<file path="src/tmt_pkg.sv">
// package for the timestamped message table
// holds field widths, operation and status codes, and controller/datapath link types
// no dependencies
package tmt_pkg;

    localparam int OP_W      = 2;
    localparam int KEY_W     = 32;
    localparam int TIME_W    = 48;
    localparam int PAY_W     = 64;
    localparam int AGE_W     = 32;
    localparam int STATUS_W  = 3;
    localparam int COUNT_W   = 7;
    localparam int ENTRY_W   = KEY_W + TIME_W + PAY_W;

    localparam logic [AGE_W-1:0]   AGE_RESET = 32'd1000;
    localparam logic [COUNT_W-1:0] COUNT_MAX = 7'd127;

    // operation codes
    localparam logic [OP_W-1:0] OP_UPDATE = 2'd0;
    localparam logic [OP_W-1:0] OP_SWEEP  = 2'd1;
    localparam logic [OP_W-1:0] OP_LOOKUP = 2'd2;
    localparam logic [OP_W-1:0] OP_NONE   = 2'd3;

    // result status codes
    localparam logic [STATUS_W-1:0] ST_STORED    = 3'd0;
    localparam logic [STATUS_W-1:0] ST_NOT_NEWER = 3'd1;
    localparam logic [STATUS_W-1:0] ST_FULL      = 3'd2;
    localparam logic [STATUS_W-1:0] ST_HIT       = 3'd3;
    localparam logic [STATUS_W-1:0] ST_MISS      = 3'd4;
    localparam logic [STATUS_W-1:0] ST_SWEEP     = 3'd5;

    // controller to datapath
    typedef struct packed {
        logic start;
        logic issue;
        logic commit;
    } tmt_cmd_t;

    // datapath to controller
    typedef struct packed {
        logic nop_op;
        logic scan_last;
        logic out_free;
    } tmt_sts_t;

endpackage

</file>
<file path="src/tmt_ctrl.sv">
// controller for the timestamped message table
// sequences accept, table scan, drain and commit; depends on tmt_pkg
module tmt_ctrl
    import tmt_pkg::*;
(
    input  logic     clk,
    input  logic     rst_n,
    input  logic     in_valid,
    output logic     in_ready,
    input  tmt_sts_t sts,
    output tmt_cmd_t cmd
);
    localparam logic [1:0] S_IDLE  = 2'd0;
    localparam logic [1:0] S_SCAN  = 2'd1;
    localparam logic [1:0] S_DRAIN = 2'd2;
    localparam logic [1:0] S_DONE  = 2'd3;

    logic [1:0] state_reg;
    logic [1:0] state_next;

    // next state and commands
    always_comb
    begin
        state_next = state_reg;
        cmd        = '0;
        in_ready   = 1'b0;
        case (state_reg)
            S_IDLE:
            begin
                in_ready = 1'b1;
                if (in_valid && !sts.nop_op)
                begin
                    cmd.start  = 1'b1;
                    state_next = S_SCAN;
                end
            end
            S_SCAN:
            begin
                cmd.issue = 1'b1;
                if (sts.scan_last)
                begin
                    state_next = S_DRAIN;
                end
            end
            S_DRAIN:
            begin
                state_next = S_DONE;
            end
            S_DONE:
            begin
                if (sts.out_free)
                begin
                    cmd.commit = 1'b1;
                    state_next = S_IDLE;
                end
            end
            default:
            begin
                state_next = S_IDLE;
            end
        endcase
    end

    // state register
    always_ff @(posedge clk or negedge rst_n)
    begin
        if (!rst_n)
        begin
            state_reg <= S_IDLE;
        end
        else
        begin
            state_reg <= state_next;
        end
    end

    // a scan always runs to its end before the drain
    a_drain_after_last: assert property (@(posedge clk) disable iff (!rst_n)
        (state_reg == S_DRAIN) |-> ($past(state_reg) == S_SCAN && $past(sts.scan_last)))
        else $error("drain entered before the last entry was read");

    // only one transaction in flight
    a_no_accept_busy: assert property (@(posedge clk) disable iff (!rst_n)
        (state_reg != S_IDLE) |-> !in_ready)
        else $error("request taken while busy");

    // a commit always returns to idle
    a_commit_idle: assert property (@(posedge clk) disable iff (!rst_n)
        cmd.commit |=> (state_reg == S_IDLE))
        else $error("commit did not return to idle");
endmodule

</file>
<file path="config.mk">
export PLATFORM = sky130hd
export DESIGN_NAME = tmt_ctrl
export DESIGN_NICKNAME = d
export VERILOG_FILES = /design/src/tmt_pkg.sv /design/src/tmt_ctrl.sv
export SDC_FILE = /design/constraint.sdc
export NUM_CORES = 1
export LEC_CHECK = 0
export ABC_AREA = 1
export BUFFER_PORTS_ARGS = -buffer_cell sky130_fd_sc_hd__buf_2
export CAP_MARGIN = 20
export CORE_AREA = 2 2 39 41
export DETAILED_ROUTE_END_ITERATION = 8
export DIE_AREA = 0 0 41 43
export PLACE_DENSITY_LB_ADDON = 0.2
export SYNTH_ARGS = -nofsm -noshare
export SYNTH_HDL_FRONTEND = slang
export SYNTH_SLANG_ARGS = --single-unit
</file>
<file path="constraint.sdc">
create_clock -name clk -period 1.1 [get_ports clk]
set_clock_uncertainty 0.05 [all_clocks]
set_input_delay 0.22 -clock clk [delete_from_list [all_inputs] [get_ports clk]]
set_output_delay 0.22 -clock clk [all_outputs]
set_load 0.005 [all_outputs]
</file>
==> metrics, run 1 <==
die area 1760 sq um; drt first pass iters 2; Max VDD drop 1.14 mV; DR vias/cell 3.44; Commonest cells post-synth inv_1, nand2_1, ha_1; syn avg cell area 7.34 sq um; Worst Tran Pin Value 160 ps; dpl hpwl 365 microns; I/O pin count 10; Arr. time, crit path 1070 ps; sequential share of the synthesized area 0.227; Synth Register Bits 2; max cap viols 0; fin crit share 1.22; CTS max path bufs 2; final WL 566 microns; Worst Path Required 830 ps; die width 41 microns; Num CTS Buffers 3; Peak Freq 744 MHz; pins over their slew limit 0; worst hold margin 253 ps; min cycle time layout 1340 ps; Clock Tree Root clkbuf_4; max reg flops 2; relative slew slack 0.893; status complete, but fails checks; Design Area, Final 450 sq um; asr flop ratio synth 1.00; first-pass GRT wire length 869 microns; P_leak 0.251 nW; Antenna diodes 0; Worst Setup End Kind primary output; Setup TNS -1150 ps; count of cell types in the netlist 8; Die Span Y 43 microns; Post-DRT Antenna Nets 0; total number of vias 234; final worst slack -244 ps; final setup vio count 6; type of the worst setup path flip-flop to primary output; core area 1380 sq um; Total GRT Usage 0.0794; Hold Fails Final Rpt 0; routability cong. 0.671; nets 65; Tot Pwr 1.22 mW; post-synth top area share 0.284; share of cells above drive strength 1 0.712; fin util 0.325; Post-synth EDFFs 0; Initial DRC Count 1; fin cells 68; HP Class input pin to asynchronous set/reset pin; number of global-route vias before repair 235; most common cell in the netlist inv_1; initial antenna violation count 0; Post-synth top flop dfrtp_1; DR WL/cell 8.32 microns; clock-pin slew on the worst setup and hold paths 30 ps; top cells by area, synth ha_1, dfrtp_1, inv_1, nand2_2, nand2_1; largest area contributor in the netlist ha_1; CTS tree built; failing checks negative setup slack; CTS Sinks 2; DRC 0; largest net degree at the start of global routing 5; htree depth 1; row count 14; Clock Latency Late Sink 220 ps; Mapped Nets 41; synthesized area 220 sq um; DP Worst Slack -128 ps; total grt overflow 0; Critical Path Source Type flip-flop; DP Area 313 sq um; Initial Util 0.159; power density cells 2700 nW/um^2; RSZ-0062 raised after global routing true; Area Overhead vs Synth 105%; maximum fanout along the worst path 3; I/O Buffers 9; Ys Warns 0; synthesized netlist cell count 30; Placed Cells incl. Taps 57
power by group:
| group | switching (mW) | leakage, nW | total (mW) | internal [mW] |
|---|---|---|---|---|
| clock | 0.0392 | 0.0138 | 0.159 | 0.120 |
| combinational | 0.396 | 0.213 | 0.897 | 0.501 |
| sequential | 0.0447 | 0.0243 | 0.160 | 0.115 |
cells by family after synthesis:
kind of cell / Yosys count / share of synthesized area
simple gates: 14 / 0.335
buf+inv: 9 / 0.153
fa+ha+maj: 5 / 0.284
flops: 2 / 0.227
layout by cell type (no fill, tap or decap):
cell           synthesis  layout
inv_2                  0       5
nand3_2                1       1
buf_4                  0       5
nand4_1                2       2
ha_4                   0       3
ha_2                   0       2
inv_1                  9       4
dlygate4sd3_1          0       1
dfrtp_1                2       2
nand2_4                0       1
buf_6                  0       4
nor2_1                 1       1
nand2_2                4       4
buf_2                  0       9
nand2_1                6       5
clkbuf_4               0       3
final timing paths:
path                               from           end  slack [ps]  cells after the start
max                        state_reg[1]        cmd[2]        -240                      5
min                               rst_n  state_reg[1]         250                      2
max reg2reg                state_reg[1]  state_reg[0]        -190                      8
min reg2reg                state_reg[0]  state_reg[0]         510                      2
max in group asynchronous         rst_n  state_reg[0]         650                      2
min in group clk                 sts[1]  state_reg[0]         350                      5
layer usage:
layer,GRT usage,wire length [microns],vias up
met2,0.100,324,4
met1,0.0935,228,98
met3,0.0314,13,0
li1,-,-,132
met4,0.0800,0,0
met5,0,0,-
layout make-up:
class	instances	area, sq um
multi-input cells	19	186
fillers	155	933
clock buffers	3	22.5
well taps	16	20.0
repair buffers	19	138
inverters	9	33.8
flip-flops and latches	2	50.0
what timing repair did:
item,CTS,global route
gates resized for setup,5,12
hold endpoints to repair,2,0
hold buffers,1,0
setup buffers,4,4
pin swaps,4,6
setup endpoints to repair,6,6
critical path, cell delays in order, from the launching register on:
cell     delay, ps
dfrtp_1        400
inv_2          110
ha_4           140
inv_2           30
nor2_1          60
buf_2          110
No activity file was read; power rests on OpenSTA's default activity.
==> run 2, diff against run 1 <==
==> constraint.sdc (replaced) <==
create_clock -name clk -period 1.1 [get_ports clk]
set_clock_uncertainty 0.05 [all_clocks]
set_input_delay 0.22 -clock clk [delete_from_list [all_inputs] [get_ports clk]]
set_output_delay 0.22 -clock clk [all_outputs]
set_load 0.01 [all_outputs]
==> run 2 against run 1 <==
The run still ends with negative setup slack left. Clock power about the same. Power decreased by 12%. First-iteration DRC count is the same. Worst setup slack lost 42 ps. Fmax decreased by 3.0%. Worst hold slack better by 7.8 ps. Die area stayed put. Non-clock buffer count shrank 3. Global-route usage shrank 1.9 points. Critical path type unchanged. Largest power group unchanged.
==> metrics, run 2 (same netlist as run 1, synthesis figures left out) <==
Critical Path Source Type flip-flop (unchanged); status complete, but fails checks (unchanged); dpl hpwl 338 microns (was 365 microns); Num CTS Buffers 3 (unchanged); DP Worst Slack -58.1 ps (was -128 ps); largest net degree at the start of global routing 5 (unchanged); routability cong. 0.684 (was 0.671); total number of vias 231 (was 234); Seq pwr share 0.148 (was 0.132); most common cell after layout, fill and taps aside buf_2 (unchanged); Pint 634 uW (was 737 uW); I/O Buffers 9 (unchanged); die area 1760 sq um (unchanged); Design Area, Final 402 sq um (was 450 sq um); multi-input logic area 169 sq um (was 186 sq um); clock power share 0.151 (was 0.131); die width 41 microns (unchanged); clock-pin slew on the worst setup and hold paths 30 ps (about the same); Tot Pwr 1.07 mW (was 1.22 mW); final WL 489 microns (was 566 microns); CTS tree built (unchanged); DP Area 310 sq um (was 313 sq um); Clock Tree Root clkbuf_4 (unchanged); initial antenna violation count 0 (unchanged); final setup vio count 6 (unchanged); htree depth 1 (unchanged); CTS max path bufs 2 (unchanged); pins over their slew limit 0 (unchanged); I/O pin count 10 (unchanged); max cap viols 0 (unchanged); max reg flops 2 (unchanged); Max VDD drop 0.978 mV (was 1.14 mV); Total GRT Usage 0.0602 (was 0.0794); Setup TNS -1200 ps (was -1150 ps); min cycle time layout 1390 ps (was 1340 ps); DR vias/cell 3.55 (was 3.44); Antenna diodes 0 (unchanged); Worst Tran Pin Value 171 ps (was 160 ps); nets 62 (was 65); Area Overhead vs Synth 82.4% (was 105%); DR WL/cell 7.52 microns (was 8.32 microns); Peak Freq 721 MHz (was 744 MHz); HP Class input pin to asynchronous set/reset pin (unchanged); DRC 0 (unchanged); number of global-route vias before repair 214 (was 235); Psw 434 uW (was 480 uW); fin crit share 1.26 (was 1.22); Post-DRT Antenna Nets 0 (unchanged); Die Span Y 43 microns (unchanged); final worst slack -286 ps (was -244 ps); core area 1380 sq um (unchanged); row count 14 (unchanged); type of the worst setup path flip-flop to primary output (unchanged); reg2reg setup slack -110 ps (was -190 ps); Worst Path Required 830 ps (about the same); maximum fanout along the worst path 4 (was 3); P_leak 0.230 nW (was 0.251 nW); Clock Latency Late Sink 220 ps (about the same); failing checks negative setup slack (unchanged); Fillers 155 (unchanged); total grt overflow 0 (unchanged); Initial DRC Count 1 (unchanged); Hold Fails Final Rpt 0 (unchanged); relative slew slack 0.886 (was 0.893); CTS Sinks 2 (unchanged); power density cells 2660 nW/um^2 (was 2700 nW/um^2); RSZ-0062 raised after global routing true (unchanged); commonest cells after routing, fill and taps aside buf_2, nand2_1, buf_4, inv_1 (was buf_2, inv_2, nand2_1, buf_4); share of cells above drive strength 1 0.653 (was 0.712); Arr. time, crit path 1120 ps (was 1070 ps); Worst Setup End Kind primary output (unchanged); Initial Util 0.159 (unchanged); drt first pass iters 2 (unchanged); Comb power frac 0.701 (was 0.737); FF/Latch Area 50.0 sq um (unchanged); first-pass GRT wire length 690 microns (was 869 microns); sw frac 0.406 (was 0.395)
==> run 2: path summary, 6_finish.rpt <==
kind	start	to	depth (start not counted)
worst min-delay path	rst_n	state_reg[0]	2
worst max-delay path	state_reg[0]	in_ready	4
worst min register to register	state_reg[0]	state_reg[0]	2
worst max register to register	state_reg[0]	state_reg[0]	7
min in group clk	sts[1]	state_reg[0]	5
max in group asynchronous	rst_n	state_reg[1]	2
==> run 2: area by class of cell <==
cell class                      count  share of cell area
Multi-Input combinational cell     19               0.421
Sequential cell                     2               0.125
Clock buffer                        3              0.0561
Inverter                            9              0.0841
Tap cell                           16              0.0498
Timing Repair Buffer               16               0.265
==> run 2: timing repair <==
action                                  4_1_cts  5_1_grt
hold buffers                                  1        0
endpoints found under the setup margin        6        6
gates resized for setup                       2        4
setup buffers                                 3        2
endpoints found under the hold margin         2        0
pin swaps                                     1        3
==> run 2: power groups by stage <==
stage               Sequential [mW]  Combinational [mW]  Clock [mW]
global placement              0.163               0.546           0
global route                  0.163               0.842       0.177
CTS                           0.158               0.627       0.176
floorplan                     0.154               0.396           0
finish                        0.159               0.749       0.161
detailed placement            0.158               0.534           0
==> run 2: through the flow <==
stage / instances / hold slack, ps / utilization
after detailed placement: 56 / -42.0 / 0.224
after global placement: 56 / -43.2 / 0.224
after floorplan: 30 / -126 / -
after global routing: 65 / 253 / 0.290
final: 65 / 261 / 0.290
after CTS: 63 / 249 / 0.266
==> run 2: worst max-delay path, cell delays in order (launching register included) <==
cell and delay, ps:
dfrtp_1 410, inv_2 80, ha_4 170, buf_4 130, buf_6 110
==> run 2: layer usage <==
metal  track usage  share of wire  vias to the layer above  wire length, microns
li1              -              -                      126                     -
met3        0.0157          0.035                        0                    17
met2        0.0906           0.56                        4                   276
met5             0              0                        -                     0
met4        0.0600              0                        0                     0
met1        0.0611           0.40                      101                   195
==> run 3, diff against run 2 <==
CELL_PAD_IN_SITES_DETAIL_PLACEMENT = 0   (was default)
CELL_PAD_IN_SITES_GLOBAL_PLACEMENT = 2   (was default)
==> run 3 against run 2 <==
The run still ends with negative setup slack left. Sequential share of layout area up 1.3 points. Utilization down 2.1 points. Sequential power about the same. Wire length is 3.7% lower. Die area did not move. Worst setup slack better by 23 ps. Cell count down 3.1%. Register-to-register slack gained 40 ps. Sequential cell count did not move. Power decreased by 8.6%. Via count shrank 9.1%. Fmax increased by 1.7%.
==> metrics, run 3 (same netlist as run 1, synthesis figures left out) <==
fin crit share 1.24 (was 1.26); DR WL/cell 7.48 microns (was 7.52 microns); max cap viols 0 (unchanged); Hold Fails Final Rpt 0 (unchanged); initial antenna violation count 0 (unchanged); critical path launch point state_reg[0] (unchanged); P_leak 0.221 nW (was 0.230 nW); Initial Util 0.159 (unchanged); clock-pin slew on the worst setup and hold paths 30 ps (about the same); DR vias/cell 3.33 (was 3.55); CP Cell Sequence ha_1 -> nand2_1 -> inv_1 -> buf_2 (was inv_2 -> ha_4 -> buf_4 -> buf_6); fin cells 63 (was 65); power density cells 2620 nW/um^2 (was 2660 nW/um^2); drt first pass iters 2 (unchanged); nets 60 (was 62); final setup vio count 6 (unchanged); maximum fanout along the worst path 4 (unchanged); relative slew slack 0.921 (was 0.886); reg2reg start state_reg[0] (unchanged); final worst slack -263 ps (was -286 ps); pins over their slew limit 0 (unchanged); min cycle time layout 1360 ps (was 1390 ps); number of global-route vias before repair 174 (was 214); Peak Freq 734 MHz (was 721 MHz); CTS Sinks 2 (unchanged); Initial DRC Count 5 (was 1); commonest cells after routing, fill and taps aside buf_2, nand2_1, inv_1, nand2_2, buf_4 (was buf_2, nand2_1, buf_4, inv_1); Worst Tran Pin Value 118 ps (was 171 ps); Clock Latency Late Sink 220 ps (about the same); CTS max path bufs 2 (unchanged); Critical Path Source Type flip-flop (unchanged); type of the worst setup path flip-flop to primary output (unchanged); failing checks negative setup slack (unchanged); Die Span Y 43 microns (unchanged); I/O pin count 10 (unchanged); DRC 0 (unchanged); slowest stage cell, crit path dfrtp_2 (was dfrtp_1); RSZ-0062 raised after global routing true (unchanged); Worst Path Required 830 ps (about the same); Fillers 152 (was 155); final WL 471 microns (was 489 microns); Clock Tree Root clkbuf_4 (unchanged); row count 14 (unchanged); largest net degree at the start of global routing 5 (unchanged); first-pass GRT wire length 676 microns (was 690 microns); Arr. time, crit path 1090 ps (was 1120 ps); total grt overflow 0 (unchanged); most common cell after layout, fill and taps aside buf_2 (unchanged); htree depth 1 (unchanged); routability cong. 0.748 (was 0.684); Antenna diodes 0 (unchanged); Area Overhead vs Synth 69.3% (was 82.4%); DP Worst Slack -62.3 ps (was -58.1 ps); total number of vias 210 (was 231); dpl hpwl 369 microns (was 338 microns); die area 1760 sq um (unchanged); Placed Cells incl. Taps 56 (unchanged); die width 41 microns (unchanged); Num CTS Buffers 3 (unchanged); HP Class input pin to asynchronous set/reset pin (unchanged); core area 1380 sq um (unchanged); max reg flops 2 (unchanged); Post-DRT Antenna Nets 0 (unchanged); Max VDD drop 0.777 mV (was 0.978 mV); share of cells above drive strength 1 0.596 (was 0.653); Total GRT Usage 0.0622 (was 0.0602); Crit path largest cell delay 420 ps (was 410 ps); status complete, but fails checks (unchanged); CTS tree built (unchanged); Worst Setup End Kind primary output (unchanged); I/O Buffers 9 (unchanged)
[run 3: cell types whose count changed in the layout (fill, tap and decap cells not counted), sizes merged]
cell	change
buf	-2
[run 3: area by class of cell]
class	count	area (sq um)	area share
clock buffer	3	22.5	0.0604
inverter	9	33.8	0.0906
multi-input combinational	19	154	0.413
sequential	2	51.3	0.138
tap	16	20.0	0.0537
timing repair buffer	14	91.3	0.245
[run 3: path summary, 6_finish.rpt]
path                                end  slack [ps]  cells after the start
setup / recovery                 cmd[0]        -260                      4
hold / removal             state_reg[1]         260                      2
setup reg to reg           state_reg[0]         -70                      6
hold reg to reg            state_reg[0]         490                      2
max in group asynchronous  state_reg[0]         620                      2
min in group clk           state_reg[0]         340                      5
[run 3: metrics by stage]
step,power [mW],utilization,setup TNS [ps],hold slack [ps],instance area (sq um)
finish,0.976,0.269,-1130,263,373
global route,1.10,0.269,-1520,260,373
CTS,0.894,0.248,-1040,250,343
detailed placement,0.708,0.224,-130,-42.9,310
global placement,0.703,0.224,-148,-46.1,310
floorplan,0.550,-,0,-126,238
[run 3: timing repair]
| item | CTS | global route |
|---|---|---|
| gates resized for setup | 1 | 2 |
| endpoints found under the setup margin | 6 | 6 |
| endpoints found under the hold margin | 2 | 0 |
| pin swaps | 1 | 6 |
| hold buffers | 1 | 0 |
| buffers inserted | 0 | 3 |
[run 3: metal layers]
layer / global-route usage / wire length (microns) / vias to the layer above
met3: 0.0157 / 53 / 0
met1: 0.0772 / 197 / 77
li1: - / - / 124
met2: 0.0813 / 220 / 9
met5: 0 / 0 / -
met4: 0.0600 / 0 / 0
[run 3: critical path, delay by kind of cell, from the launching register on]
kind / cells / cell delay (ps)
buf+inv: 2 / 150
fa+ha+maj: 1 / 230
simple gates: 1 / 70
flops: 1 / 420
[run 3: where the power goes]
| group | total [mW] | internal [mW] | switching [mW] |
|---|---|---|---|
| sequential | 0.160 | 0.119 | 0.0411 |
| clock | 0.157 | 0.120 | 0.0372 |
| combinational | 0.659 | 0.341 | 0.318 |
| total | 0.976 | 0.580 | 0.396 |
